## config.mk

```make
export PLATFORM = sky130hd
export DESIGN_NAME = ata_pio_sector_sequencer
export DESIGN_NICKNAME = d
export VERILOG_FILES = /design/src/apss_pkg.sv /design/src/ata_pio_sector_sequencer.sv
export SDC_FILE = /design/constraint.sdc
export NUM_CORES = 1
export LEC_CHECK = 0
export BUFFER_PORTS_ARGS = -buffer_cell sky130_fd_sc_hd__buf_2
export CORE_MARGIN = 3
export CORE_UTILIZATION = 45
export DETAILED_ROUTE_END_ITERATION = 16
export PLACE_DENSITY = 0.76
export SYNTH_ARGS = -nofsm -noshare
export SYNTH_HDL_FRONTEND = slang
export SYNTH_SLANG_ARGS = --single-unit
```

## constraint.sdc

```tcl
create_clock -name clk -period 3.8 [get_ports clk]
set_input_delay 0.19 -clock clk [delete_from_list [all_inputs] [get_ports clk]]
set_output_delay 0.19 -clock clk [all_outputs]
set_load 0.005 [all_outputs]
```

## src/apss_pkg.sv

```systemverilog
// apss_pkg: types, codes and constants of the ata pio sector sequencer
// no dependencies; used by the top level and its port checker
`timescale 1ns / 1ps

package apss_pkg;

    localparam int unsigned POLL_LIMIT       = 100000;
    localparam int unsigned WORDS_PER_SECTOR = 256;
    localparam int unsigned POLL_W           = $clog2(POLL_LIMIT + 1);
    localparam int unsigned WORD_W           = $clog2(WORDS_PER_SECTOR + 1);

    localparam int unsigned CFG_W    = 49;
    localparam int unsigned LBA_W    = 48;
    localparam int unsigned S_DATA_W = 72;
    localparam int unsigned M_DATA_W = 24;

    // input kinds
    localparam logic [1:0] IN_CMD   = 2'd0;
    localparam logic [1:0] IN_REPLY = 2'd1;
    localparam logic [1:0] IN_WDATA = 2'd2;

    // host ops
    localparam logic [1:0] OP_READ    = 2'd0;
    localparam logic [1:0] OP_WRITE   = 2'd1;
    localparam logic [1:0] OP_FLUSH   = 2'd2;
    localparam logic [1:0] OP_INVALID = 2'd3;

    // result kinds
    localparam logic [1:0] OK_BUS_WRITE = 2'd0;
    localparam logic [1:0] OK_BUS_READ  = 2'd1;
    localparam logic [1:0] OK_HOST_DATA = 2'd2;
    localparam logic [1:0] OK_DONE      = 2'd3;

    // completion codes
    localparam logic [1:0] ST_OK      = 2'd0;
    localparam logic [1:0] ST_DEVERR  = 2'd1;
    localparam logic [1:0] ST_TIMEOUT = 2'd2;
    localparam logic [1:0] ST_REJECT  = 2'd3;

    // configuration register indexes
    localparam logic [1:0] CFG_SLAVE   = 2'd0;
    localparam logic [1:0] CFG_LBA48   = 2'd1;
    localparam logic [1:0] CFG_SECTORS = 2'd2;
    localparam logic [1:0] CFG_PACKET  = 2'd3;

    // task-file offsets
    localparam logic [2:0] TF_DATA    = 3'd0;
    localparam logic [2:0] TF_SECCNT  = 3'd2;
    localparam logic [2:0] TF_LBA_LO  = 3'd3;
    localparam logic [2:0] TF_LBA_MID = 3'd4;
    localparam logic [2:0] TF_LBA_HI  = 3'd5;
    localparam logic [2:0] TF_DRIVE   = 3'd6;
    localparam logic [2:0] TF_CMD     = 3'd7;

    localparam logic [7:0] SEL28_SLAVE  = 8'hF0;
    localparam logic [7:0] SEL28_MASTER = 8'hE0;
    localparam logic [7:0] SEL48_SLAVE  = 8'h50;
    localparam logic [7:0] SEL48_MASTER = 8'h40;
    localparam logic [7:0] CMD_READ28   = 8'h20;
    localparam logic [7:0] CMD_READ48   = 8'h24;
    localparam logic [7:0] CMD_WRITE28  = 8'h30;
    localparam logic [7:0] CMD_WRITE48  = 8'h34;
    localparam logic [7:0] CMD_FLUSH28  = 8'hE7;
    localparam logic [7:0] CMD_FLUSH48  = 8'hEA;

    localparam logic [3:0] ISSUE28_LAST = 4'd10;
    localparam logic [3:0] ISSUE48_LAST = 4'd14;

    typedef enum logic [2:0] {
        PH_IDLE,
        PH_WAIT_NB,
        PH_WAIT_DRQ,
        PH_READ_DATA,
        PH_WRITE_DATA,
        PH_FLUSH_WAIT
    } phase_t;

    // result sequences started by one accepted word
    typedef enum logic [3:0] {
        B_DONE,
        B_STATUS,
        B_DATA_READ,
        B_FLUSH,
        B_ISSUE,
        B_HOST_NEXT,
        B_HOST_DONE,
        B_WR_WORD,
        B_WR_DONE
    } burst_t;

endpackage

```

## src/ata_pio_sector_sequencer.sv

```systemverilog
// ata_pio_sector_sequencer: host-side ata pio engine, one sector per command
// depends on apss_pkg
//
// channel  dir  handshake          payload
// s_*      in   tvalid/tready      tuser kind, tdata op/lba/word
// m_*      out  tvalid/tready      tuser out_kind, tdata bus access, tlast
// cfg_*    in   cfg_we             cfg_index, cfg_data
//
// each accepted word updates the state and loads a result sequencer
// that emits 0 to 15 words, one per cycle while m_tready is high; the issue sequence is 11 words in lba28
// mode and 15 in lba48 mode, all other sequences are 1 or 2 words
// the next input word is taken in the cycle the last result of the previous one
// leaves, so single-result words flow at one per cycle while m_tready is high
// reset clears the phase, counters and config; a result word stalled by m_tready holds s_tready low
`timescale 1ns / 1ps

module ata_pio_sector_sequencer
    import apss_pkg::*;
(
    input  logic                  clk,
    input  logic                  rst_n,
    input  logic                  cfg_we,
    input  logic [1:0]            cfg_index,
    input  logic [CFG_W-1:0]      cfg_data,
    input  logic                  s_tvalid,
    output logic                  s_tready,
    // s_tdata: op [1:0], lba [49:2], word [65:50], zero fill
    input  logic [S_DATA_W-1:0]   s_tdata,
    // s_tuser: kind [1:0]
    input  logic [1:0]            s_tuser,
    output logic                  m_tvalid,
    input  logic                  m_tready,
    // m_tdata: reg_offset [2:0], control_block [3], wants_reply [4],
    //          bus_data [20:5], done_status [22:21], zero fill
    output logic [M_DATA_W-1:0]   m_tdata,
    // m_tuser: out_kind [1:0]
    output logic [1:0]            m_tuser,
    output logic                  m_tlast
);

    logic              slave_reg;
    logic              lba48_reg;
    logic [CFG_W-1:0]  sectors_reg;
    logic              packet_reg;

    phase_t            phase_reg, phase_next;
    logic [1:0]        saved_op_reg, saved_op_next;
    logic [LBA_W-1:0]  saved_lba_reg, saved_lba_next;
    logic [POLL_W-1:0] poll_count_reg, poll_count_next;
    logic [WORD_W-1:0] word_count_reg, word_count_next;

    logic              burst_active_reg;
    burst_t            burst_type_reg;
    logic [3:0]        burst_idx_reg;
    logic [15:0]       burst_word_reg;
    logic [1:0]        burst_status_reg;

    logic              start_burst;
    burst_t            new_type;
    logic [1:0]        new_status;

    logic [1:0]        in_kind;
    logic [1:0]        in_op;
    logic [LBA_W-1:0]  in_lba;
    logic [15:0]       in_word;
    logic [7:0]        stat;
    logic [POLL_W-1:0] poll_inc;
    logic              poll_hit;
    logic [WORD_W-1:0] word_inc;
    logic              word_hit;

    logic              s_fire;
    logic              m_fire;
    logic [3:0]        last_idx;
    logic              is_last;

    logic [1:0]        o_kind;
    logic [2:0]        o_reg;
    logic              o_ctl;
    logic              o_rep;
    logic [15:0]       o_data;
    logic [1:0]        o_status;

    assign in_kind = s_tuser;
    assign in_op   = s_tdata[1:0];
    assign in_lba  = s_tdata[49:2];
    assign in_word = s_tdata[65:50];
    assign stat    = in_word[7:0];

    assign poll_inc = poll_count_reg + POLL_W'(1);
    assign poll_hit = (poll_inc >= POLL_W'(POLL_LIMIT));
    assign word_inc = word_count_reg + WORD_W'(1);
    assign word_hit = (word_inc >= WORD_W'(WORDS_PER_SECTOR));

    assign s_tready = !burst_active_reg || (m_tready && is_last);
    assign s_fire   = s_tvalid && s_tready;
    assign m_fire   = burst_active_reg && m_tready;

    // configuration
    always_ff @(posedge clk or negedge rst_n)
    begin
        if (!rst_n)
        begin
            slave_reg   <= 1'b0;
            lba48_reg   <= 1'b0;
            sectors_reg <= '0;
            packet_reg  <= 1'b0;
        end
        else if (cfg_we)
        begin
            unique case (cfg_index)
                CFG_SLAVE:   slave_reg   <= cfg_data[0];
                CFG_LBA48:   lba48_reg   <= cfg_data[0];
                CFG_SECTORS: sectors_reg <= cfg_data;
                CFG_PACKET:  packet_reg  <= cfg_data[0];
                default:     ;
            endcase
        end
    end

    // next state and the result sequence that the word starts
    always_comb
    begin
        phase_next      = phase_reg;
        saved_op_next   = saved_op_reg;
        saved_lba_next  = saved_lba_reg;
        poll_count_next = poll_count_reg;
        word_count_next = word_count_reg;
        start_burst     = 1'b0;
        new_type        = B_DONE;
        new_status      = ST_OK;

        unique case (phase_reg) inside
            PH_IDLE:
            begin
                if (in_kind == IN_CMD)
                begin
                    start_burst = 1'b1;
                    if (in_op == OP_INVALID || packet_reg)
                    begin
                        new_status      = ST_REJECT;
                        poll_count_next = '0;
                        word_count_next = '0;
                    end
                    else
                    begin
                        saved_op_next   = in_op;
                        saved_lba_next  = in_lba;
                        poll_count_next = '0;
                        word_count_next = '0;
                        if (in_op == OP_FLUSH)
                        begin
                            new_type   = B_FLUSH;
                            phase_next = PH_FLUSH_WAIT;
                        end
                        else if ({1'b0, in_lba} >= sectors_reg)
                        begin
                            new_status = ST_REJECT;
                        end
                        else
                        begin
                            new_type   = B_STATUS;
                            phase_next = PH_WAIT_NB;
                        end
                    end
                end
            end
            PH_WAIT_NB, PH_WAIT_DRQ, PH_FLUSH_WAIT:
            begin
                if (in_kind == IN_REPLY)
                begin
                    start_burst = 1'b1;
                    if (phase_reg == PH_WAIT_DRQ && stat[0])
                    begin
                        new_status      = ST_DEVERR;
                        phase_next      = PH_IDLE;
                        poll_count_next = '0;
                        word_count_next = '0;
                    end
                    else if (phase_reg == PH_WAIT_DRQ && !stat[7] && stat[3])
                    begin
                        poll_count_next = '0;
                        word_count_next = '0;
                        if (saved_op_reg == OP_WRITE)
                        begin
                            start_burst = 1'b0;
                            phase_next  = PH_WRITE_DATA;
                        end
                        else
                        begin
                            new_type   = B_DATA_READ;
                            phase_next = PH_READ_DATA;
                        end
                    end
                    else if (phase_reg == PH_WAIT_NB && !stat[7])
                    begin
                        new_type        = B_ISSUE;
                        phase_next      = PH_WAIT_DRQ;
                        poll_count_next = '0;
                    end
                    else if (phase_reg == PH_FLUSH_WAIT && !stat[7])
                    begin
                        new_status      = ST_OK;
                        phase_next      = PH_IDLE;
                        poll_count_next = '0;
                        word_count_next = '0;
                    end
                    else if (poll_hit)
                    begin
                        new_status      = ST_TIMEOUT;
                        phase_next      = PH_IDLE;
                        poll_count_next = '0;
                        word_count_next = '0;
                    end
                    else
                    begin
                        new_type        = B_STATUS;
                        poll_count_next = poll_inc;
                    end
                end
            end
            PH_READ_DATA:
            begin
                if (in_kind == IN_REPLY)
                begin
                    start_burst = 1'b1;
                    if (word_hit)
                    begin
                        new_type        = B_HOST_DONE;
                        phase_next      = PH_IDLE;
                        poll_count_next = '0;
                        word_count_next = '0;
                    end
                    else
                    begin
                        new_type        = B_HOST_NEXT;
                        word_count_next = word_inc;
                    end
                end
            end
            PH_WRITE_DATA:
            begin
                if (in_kind == IN_WDATA)
                begin
                    start_burst = 1'b1;
                    if (word_hit)
                    begin
                        new_type        = B_WR_DONE;
                        phase_next      = PH_IDLE;
                        poll_count_next = '0;
                        word_count_next = '0;
                    end
                    else
                    begin
                        new_type        = B_WR_WORD;
                        word_count_next = word_inc;
                    end
                end
            end
            default:
            begin
                phase_next = PH_IDLE;
            end
        endcase
    end

    always_ff @(posedge clk or negedge rst_n)
    begin
        if (!rst_n)
        begin
            phase_reg      <= PH_IDLE;
            saved_op_reg   <= '0;
            saved_lba_reg  <= '0;
            poll_count_reg <= '0;
            word_count_reg <= '0;
        end
        else if (s_fire)
        begin
            phase_reg      <= phase_next;
            saved_op_reg   <= saved_op_next;
            saved_lba_reg  <= saved_lba_next;
            poll_count_reg <= poll_count_next;
            word_count_reg <= word_count_next;
        end
    end

    // result sequencer
    always_ff @(posedge clk or negedge rst_n)
    begin
        if (!rst_n)
        begin
            burst_active_reg <= 1'b0;
            burst_idx_reg    <= '0;
        end
        else
        begin
            if (m_fire)
            begin
                if (is_last)
                    burst_active_reg <= 1'b0;
                else
                    burst_idx_reg <= burst_idx_reg + 4'd1;
            end
            if (s_fire && start_burst)
            begin
                burst_active_reg <= 1'b1;
                burst_idx_reg    <= '0;
            end
        end
    end

    always_ff @(posedge clk or negedge rst_n)
    begin
        if (!rst_n)
        begin
            burst_type_reg   <= B_DONE;
            burst_word_reg   <= '0;
            burst_status_reg <= ST_OK;
        end
        else if (s_fire && start_burst)
        begin
            burst_type_reg   <= new_type;
            burst_word_reg   <= in_word;
            burst_status_reg <= new_status;
        end
    end

    always_comb
    begin
        unique case (burst_type_reg) inside
            B_ISSUE:                                    last_idx = lba48_reg ? ISSUE48_LAST
                                                                             : ISSUE28_LAST;
            B_FLUSH, B_HOST_NEXT, B_HOST_DONE, B_WR_DONE: last_idx = 4'd1;
            default:                                    last_idx = 4'd0;
        endcase
    end

    assign is_last = (burst_idx_reg == last_idx);

    // decode of the current result word
    always_comb
    begin
        o_kind   = OK_BUS_WRITE;
        o_reg    = TF_DATA;
        o_ctl    = 1'b0;
        o_rep    = 1'b0;
        o_data   = '0;
        o_status = ST_OK;

        unique case (burst_type_reg) inside
            B_DONE:
            begin
                o_kind   = OK_DONE;
                o_status = burst_status_reg;
            end
            B_STATUS:
            begin
                o_kind = OK_BUS_READ;
                o_reg  = TF_CMD;
                o_rep  = 1'b1;
            end
            B_DATA_READ:
            begin
                o_kind = OK_BUS_READ;
                o_rep  = 1'b1;
            end
            B_FLUSH:
            begin
                if (burst_idx_reg == 4'd0)
                begin
                    o_reg  = TF_CMD;
                    o_data = {8'h00, lba48_reg ? CMD_FLUSH48 : CMD_FLUSH28};
                end
                else
                begin
                    o_kind = OK_BUS_READ;
                    o_reg  = TF_CMD;
                    o_rep  = 1'b1;
                end
            end
            B_HOST_NEXT, B_HOST_DONE:
            begin
                if (burst_idx_reg == 4'd0)
                begin
                    o_kind = OK_HOST_DATA;
                    o_data = burst_word_reg;
                end
                else if (burst_type_reg == B_HOST_NEXT)
                begin
                    o_kind = OK_BUS_READ;
                    o_rep  = 1'b1;
                end
                else
                begin
                    o_kind = OK_DONE;
                end
            end
            B_WR_WORD, B_WR_DONE:
            begin
                if (burst_idx_reg == 4'd0)
                    o_data = burst_word_reg;
                else
                    o_kind = OK_DONE;
            end
            B_ISSUE:
            begin
                if (burst_idx_reg == 4'd0)
                begin
                    o_reg = TF_DRIVE;
                    if (lba48_reg)
                        o_data = {8'h00, slave_reg ? SEL48_SLAVE : SEL48_MASTER};
                    else
                        o_data = {8'h00, (slave_reg ? SEL28_SLAVE : SEL28_MASTER)
                                         | {4'h0, saved_lba_reg[27:24]}};
                end
                else if (burst_idx_reg <= 4'd4)
                begin
                    // delay reads of alternate status
                    o_kind = OK_BUS_READ;
                    o_ctl  = 1'b1;
                end
                else if (burst_idx_reg == last_idx)
                begin
                    o_kind = OK_BUS_READ;
                    o_reg  = TF_CMD;
                    o_rep  = 1'b1;
                end
                else if (burst_idx_reg == last_idx - 4'd1)
                begin
                    o_reg = TF_CMD;
                    if (saved_op_reg == OP_WRITE)
                        o_data = {8'h00, lba48_reg ? CMD_WRITE48 : CMD_WRITE28};
                    else
                        o_data = {8'h00, lba48_reg ? CMD_READ48 : CMD_READ28};
                end
                else if (lba48_reg)
                begin
                    case (burst_idx_reg)
                        4'd5:    o_reg = TF_SECCNT;
                        4'd6:
                        begin
                            o_reg  = TF_LBA_LO;
                            o_data = {8'h00, saved_lba_reg[31:24]};
                        end
                        4'd7:
                        begin
                            o_reg  = TF_LBA_MID;
                            o_data = {8'h00, saved_lba_reg[39:32]};
                        end
                        4'd8:
                        begin
                            o_reg  = TF_LBA_HI;
                            o_data = {8'h00, saved_lba_reg[47:40]};
                        end
                        4'd9:
                        begin
                            o_reg  = TF_SECCNT;
                            o_data = 16'h0001;
                        end
                        4'd10:
                        begin
                            o_reg  = TF_LBA_LO;
                            o_data = {8'h00, saved_lba_reg[7:0]};
                        end
                        4'd11:
                        begin
                            o_reg  = TF_LBA_MID;
                            o_data = {8'h00, saved_lba_reg[15:8]};
                        end
                        default:
                        begin
                            o_reg  = TF_LBA_HI;
                            o_data = {8'h00, saved_lba_reg[23:16]};
                        end
                    endcase
                end
                else
                begin
                    case (burst_idx_reg)
                        4'd5:
                        begin
                            o_reg  = TF_SECCNT;
                            o_data = 16'h0001;
                        end
                        4'd6:
                        begin
                            o_reg  = TF_LBA_LO;
                            o_data = {8'h00, saved_lba_reg[7:0]};
                        end
                        4'd7:
                        begin
                            o_reg  = TF_LBA_MID;
                            o_data = {8'h00, saved_lba_reg[15:8]};
                        end
                        default:
                        begin
                            o_reg  = TF_LBA_HI;
                            o_data = {8'h00, saved_lba_reg[23:16]};
                        end
                    endcase
                end
            end
            default: ;
        endcase
    end

    assign m_tvalid = burst_active_reg;
    assign m_tuser  = o_kind;
    assign m_tlast  = is_last;
    assign m_tdata  = {1'b0, o_status, o_data, o_rep, o_ctl, o_reg};

endmodule

```

=== Word level (Yosys, flattened, before mapping) ===
Index checks and enable logic that the tools add are counted.

* Register bits after elaboration: 158
* Output and inout bits: 29

* $add $sub $neg: 4
* Order comparisons: 4
* Equality and inequality tests: 40
* Multiplexer cells: 124
* Bitwise logic cells: 2
* Reduce and logical (&&, ||, !) cells: 41

{| class="wikitable"
|+ Operators by type and width
! cell !! count
|-
| 17-bit 2-to-1 mux || 10
|-
| 16-bit 2-to-1 mux || 6
|-
| 9-bit 2-to-1 mux || 10
|-
| 3-bit 2-to-1 mux || 24
|-
| 17-bit one-hot mux with 4 select lines || 1
|-
| 8-bit one-hot mux with 7 select lines || 1
|-
| 48-bit by 49-bit greater-or-equal comparator with 1-bit output || 1
|-
| 4-bit 2-to-1 mux || 12
|-
| 16-bit one-hot mux with 3 select lines || 1
|-
| 9-bit one-hot mux with 4 select lines || 1
|-
| 2-bit 2-to-1 mux || 16
|-
| 4-bit by 3-bit == test with 1-bit output, second input constant || 7
|-
| 1-bit 2-to-1 mux || 26
|-
| 8-bit one-hot mux with 3 select lines || 1
|-
| 4-bit == test, second input constant || 5
|-
| 3-bit one-hot mux with 3 select lines || 2
|-
| 17-bit by 1-bit adder with 17-bit output, second input constant || 1
|-
| 17-bit greater-or-equal comparator, second input constant || 1
|-
| 8-bit 2-to-1 mux || 2
|-
| 4-bit one-hot mux with 4 select lines || 1
|-
| 8-bit AND reduction || 2
|-
| 5-bit 2-to-1 mux || 3
|-
| 2-bit OR reduction || 7
|-
| 2-bit one-hot mux with 6 select lines || 1
|-
| other kinds (39) || 73
|}

=== Logic depth before layout (Yosys ltp) ===
* Depth in word-level cells: 10
* Depth in mapped cells: 15

=== Worst setup path before layout ===
Ideal clock, no wire load.

* Path kind: flip-flop to flip-flop
* Start point: register burst_type_reg[0]
* End point: register saved_lba_reg[0]
* Data arrival time: 2.702 ns
* Slack: 0.971 ns
* Stages on the path, launching flop included: 13
* Path buffers: 3
* Clock period less this slack: 2.829 ns
* Cells stage by stage: dfrtp_1 buf_2 nor4b_2 a211o_1 inv_1 ha_1 a221oi_1 nand4_2 o22ai_4 and3_1 buf_4 buf_6 mux2_1

* Cells in the longest elaborated chain, start to end: 8
* Elaborated cells between the ends (all ways): 12
* Those cells by class: eq/ne (6); mux (1); reduce/logical (5)

{| class="wikitable"
|+ Ends and longest elaborated chain
! item !! line !! RTL
|-
| start, declared || ata_pio_sector_sequencer.sv:53 || <nowiki>burst_t burst_type_reg;</nowiki>
|-
| start signal, assigned || ata_pio_sector_sequencer.sv:322 || <nowiki>burst_type_reg <= new_type;</nowiki>
|-
| 4-bit by 2-bit == test with 1-bit output (no source line) (tied with other cells) || n/a ||
|-
| 4-bit OR reduction || ata_pio_sector_sequencer.sv:330 || <nowiki>unique case (burst_type_reg) inside</nowiki>
|-
| 4-bit one-hot mux with 2 select lines (*) || ata_pio_sector_sequencer.sv:330 ||
|-
| 4-bit == test (*) || ata_pio_sector_sequencer.sv:338 || <nowiki>assign is_last = (burst_idx_reg == last_idx);</nowiki>
|-
| 1-bit logical AND (*) || ata_pio_sector_sequencer.sv:95 || <nowiki>assign s_tready = !burst_active_reg || (m_tready && is_last);</nowiki>
|-
| 1-bit logical OR (*) || ata_pio_sector_sequencer.sv:95 ||
|-
| 1-bit logical AND (*) || ata_pio_sector_sequencer.sv:96 || <nowiki>assign s_fire = s_tvalid && s_tready;</nowiki>
|-
| 4-bit AND reduction (no source line) (*) || n/a ||
|-
| end signal, assigned || ata_pio_sector_sequencer.sv:281 || <nowiki>saved_lba_reg <= saved_lba_next;</nowiki>
|-
| end, declared || ata_pio_sector_sequencer.sv:48 || <nowiki>logic [LBA_W-1:0] saved_lba_reg, saved_lba_next;</nowiki>
|}

Mark *: on every way between the ends. The rest lies on a longest branch, timed or not.
A chain may end at the register's enable or synchronous reset.

=== Worst setup path after layout ===
* Start point: register burst_type_reg[0]
* End point: output m_tuser[0]

* Cells in the longest elaborated chain, start to end: 8
* Elaborated cells between the ends (all ways): 19
* Those cells by class: eq/ne (9); mux (5); reduce/logical (5)

{| class="wikitable"
|+ Ends and longest elaborated chain
! item !! line !! RTL
|-
| 4-bit by 2-bit == test with 1-bit output (no source line) (tied with other cells) || n/a ||
|-
| 4-bit OR reduction || ata_pio_sector_sequencer.sv:330 ||
|-
| 4-bit one-hot mux with 2 select lines || ata_pio_sector_sequencer.sv:330 ||
|-
| 4-bit == test || ata_pio_sector_sequencer.sv:422 || <nowiki>else if (burst_idx_reg == last_idx)</nowiki>
|-
| 1-bit 2-to-1 mux || ata_pio_sector_sequencer.sv:422 ||
|-
| 1-bit 2-to-1 mux || ata_pio_sector_sequencer.sv:416 || <nowiki>else if (burst_idx_reg <= 4'd4)</nowiki>
|-
| 1-bit 2-to-1 mux || ata_pio_sector_sequencer.sv:407 || <nowiki>if (burst_idx_reg == 4'd0)</nowiki>
|-
| 2-bit one-hot mux with 6 select lines (*) || ata_pio_sector_sequencer.sv:350 || <nowiki>unique case (burst_type_reg) inside</nowiki>
|-
| end, declared || ata_pio_sector_sequencer.sv:37 || <nowiki>output logic [1:0] m_tuser,</nowiki>
|}

Marks and branches as above.

==> results.yml <==
clock_network:
  cts_sinks: 158
  tritoncts: "built"
  clkLatencyLatePin_ns: 0.44
  clk_path_buf_depth: 2
  ctsHtreeMaxLevel: 4
  numCtsBuffers: 17
  root_buffer: "clkbuf_16"
  clkTransAtPathRegs_ns: 0.07
critical_path:
  crit_type: "reg -> out"
  worstPathArrival_ns: 3.44
  crit_path_end_kind: "primary output"
  r2r_start: "burst_type_reg[0]"
  worstPathRequired_ns: 3.61
  ff2ff_path_depth: 10
  critical_path.max_fanout: 18
  worstSetupStartpointType: "flip-flop"
  r2r-end: "saved_lba_reg[1]"
  rrSetupSlack_ns: 0.56
placement:
  hpwl_mm: 18.7
  globalplace.congestion: 0.957
  io_buffers: 151
yosys:
  synth_edf_count: 0
  async_reset_ff_frac: 1.00
  synth_cells: 973
  avgSynthCellArea_um2: 10.1
  netlist_area_mm2: 0.00980
  synth_nets: 1160
  synth-seq-cells: 158
  synth_ff_type: "dfrtp_1"
  yosys_warnings: 0
  seq_area_frac_synth: 0.403
  synth.distinct_cells: 78
detailed_routing:
  ant_nets: 0
  drt-vias-per-instance: 5.80
  drtIter0Drc: 1034
  drt-wirelength-per-cell_um: 18.1
  first_pass_iters: 8
  num_vias: 8511
  drcViolationCount: 0
  wl_mm: 26.6
sta:
  rsz0062_at_grt: "no"
  finalHoldViolCount: 0
  relSlewSlack: 0.361
  fmax_mhz: 275
  min_period_over_period: 0.955
  slew_violations: 0
  tightest_slew_ns: 0.959
  totalNegativeSetupSlack_ns: 0
  timing.final.crit_period_ns: 3.63
  skew_ns: 0.0114
  setup_viol: 0
grt:
  grt_pass1_wl_mm: 42.9
  grt_pass1_vias: 8371
  grt-ovfl-total: 0
  grt_max_degree: 104
  grt_util_all_layers: 0.224
  antenna_found_initial: 1
hold_path:
  holdPathStages: 2
  hold_path.class: "in -> reg"
  hold_end: "saved_lba_reg[4]"
  worstHoldStart: "s_tdata[6]"
floorplan:
  die_h_um: 154
  die_w_um: 154
  start_util: 0.462
  core_mm2: 0.0212
  die_area_mm2: 0.0236
  rows: 53
  design.portCount: 159
final_layout:
  finalNetCount: 1365
  drive_gt1_frac: 0.225
  largest_reg_flops: 49
  syn2layout_area_growth_pct: 23.8
power_and_ir_drop:
  leakagePower_nw: 5.60
  peakVddDrop_mv: 0.442
  total_power_w: 0.00718
  power_density_mw_per_mm2: 592
outcome:
  status: "finished clean"
run:
  maxCapViolCount: 0
## timing repair
action                                  CTS  global route
buffers inserted                          0             1
endpoints found under the hold margin   180             2
hold buffers                             79             2
endpoints found under the setup margin    0             9
gates resized for setup                   0             8
## critical path, cell delays in order (launching register included)
cell and delay (ns):
dfrtp_4 0.58, nor4b_4 0.34, a211o_1 0.20, inv_1 0.06, ha_1 0.20, a221oi_2 0.27
nand4_2 0.21, a21o_1 0.27, inv_1 0.17, nor4_1 0.08, o32ai_1 0.42, buf_2 0.20
## layout make-up
type,instances,area [µm²]
inverter,65,244
clock inverter,13,145
clock buffer,19,453
multi-input combinational,693,5300
timing repair buffer,243,1680
fill,1786,9090
tap,275,344
antenna,1,2.50
sequential,158,3960
## worst max-delay path by stage
stage / start / endpoint / slack (ns) / cells after the start
2_1_floorplan: burst_type_reg[0] / saved_lba_reg[0] / 0.97 / 12
3_3_place_gp: burst_type_reg[0] / saved_lba_reg[13] / 0.48 / 9
3_5_place_dp: burst_type_reg[0] / saved_lba_reg[1] / 0.46 / 10
4_1_cts: burst_type_reg[0] / m_tuser[0] / 0.05 / 11
5_1_grt: burst_type_reg[0] / m_tuser[0] / 0.04 / 11
6_report: burst_type_reg[0] / m_tuser[0] / 0.17 / 11
## power by group
group          leakage (nW)  total [W]  switching (W)  internal (W)
clock                 0.289    0.00174       0.000779      0.000965
combinational          3.34    0.00269        0.00146       0.00123
sequential             1.97    0.00275       0.000541       0.00221
## logic make-up (layout without fill, tap and decap cells)
logic type / after synthesis / count (layout) / share of synthesized area
and+or+nand+nor: 287 / 287 / 0.160
DFF: 158 / 158 / 0.403
AOI/OAI and AO/OA: 213 / 213 / 0.154
other: 1 / 2 / 0.000383
adders and majority gates: 57 / 57 / 0.0728
xor gates and xnor gates: 7 / 7 / 0.00625
buffers and inverters: 122 / 340 / 0.0574
muxes: 128 / 128 / 0.146
## per-stage QoR
stage | setup slack [ns] | area, µm² | hold WS (ns) | cells | utilization
2_1_floorplan | 0.971 | 9800 | -0.106 | 973 | -
3_3_place_gp | 0.475 | 10700 | 0.374 | 1352 | 0.504
3_5_place_dp | 0.459 | 10700 | 0.372 | 1352 | 0.504
4_1_cts | 0.0489 | 12100 | 0.00174 | 1463 | 0.569
5_1_grt | 0.0385 | 12100 | 0.000736 | 1467 | 0.572
6_report | 0.170 | 12100 | 0.00856 | 1467 | 0.572
## Yosys cell counts, types with 10 or more instances
cell type	n	area (µm²)
buf_2	13	65.1
buf_4	11	82.6
o31ai_1	12	90.1
nand2b_1	10	62.6
and3_1	13	81.3
nand2_1	79	297
a21oi_1	52	260
nand4_1	14	87.6
o21ai_0	32	160
nor2_1	49	184
dfrtp_1	158	3950
and2_1	16	100
mux2_1	65	732
ha_1	57	713
clkbuf_1	20	75.1
nor3_1	13	65.1
mux2_2	54	608
inv_1	65	244
nor2b_1	14	87.6
nand3_1	24	120
## per-layer routing
layer | track usage | vias to the layer above | wire length, µm
met3 | 0.0450 | 50 | 1480
li1 | - | 4013 | -
met4 | 0.0702 | 0 | 749
met1 | 0.281 | 4178 | 10900
met2 | 0.390 | 270 | 13400
met5 | 0 | - | 0
## placed cells by master, fill, tap and decap left out, drive strengths merged, types with 9 or more instances in the layout
cell type    count
mux2i            9
and3            13
dlygate4sd3     81
nor2            49
nor2b           14
nand2           80
and2            17
mux2           119
clkbuf          19
ha              57
nand3           24
nand4           17
nor4            11
o21ai           39
o31ai           12
nor3            13
inv             73
dfrtp          158
a21oi           52
nand2b          10
buf            162
No activity file was read; power rests on OpenSTA's default activity.
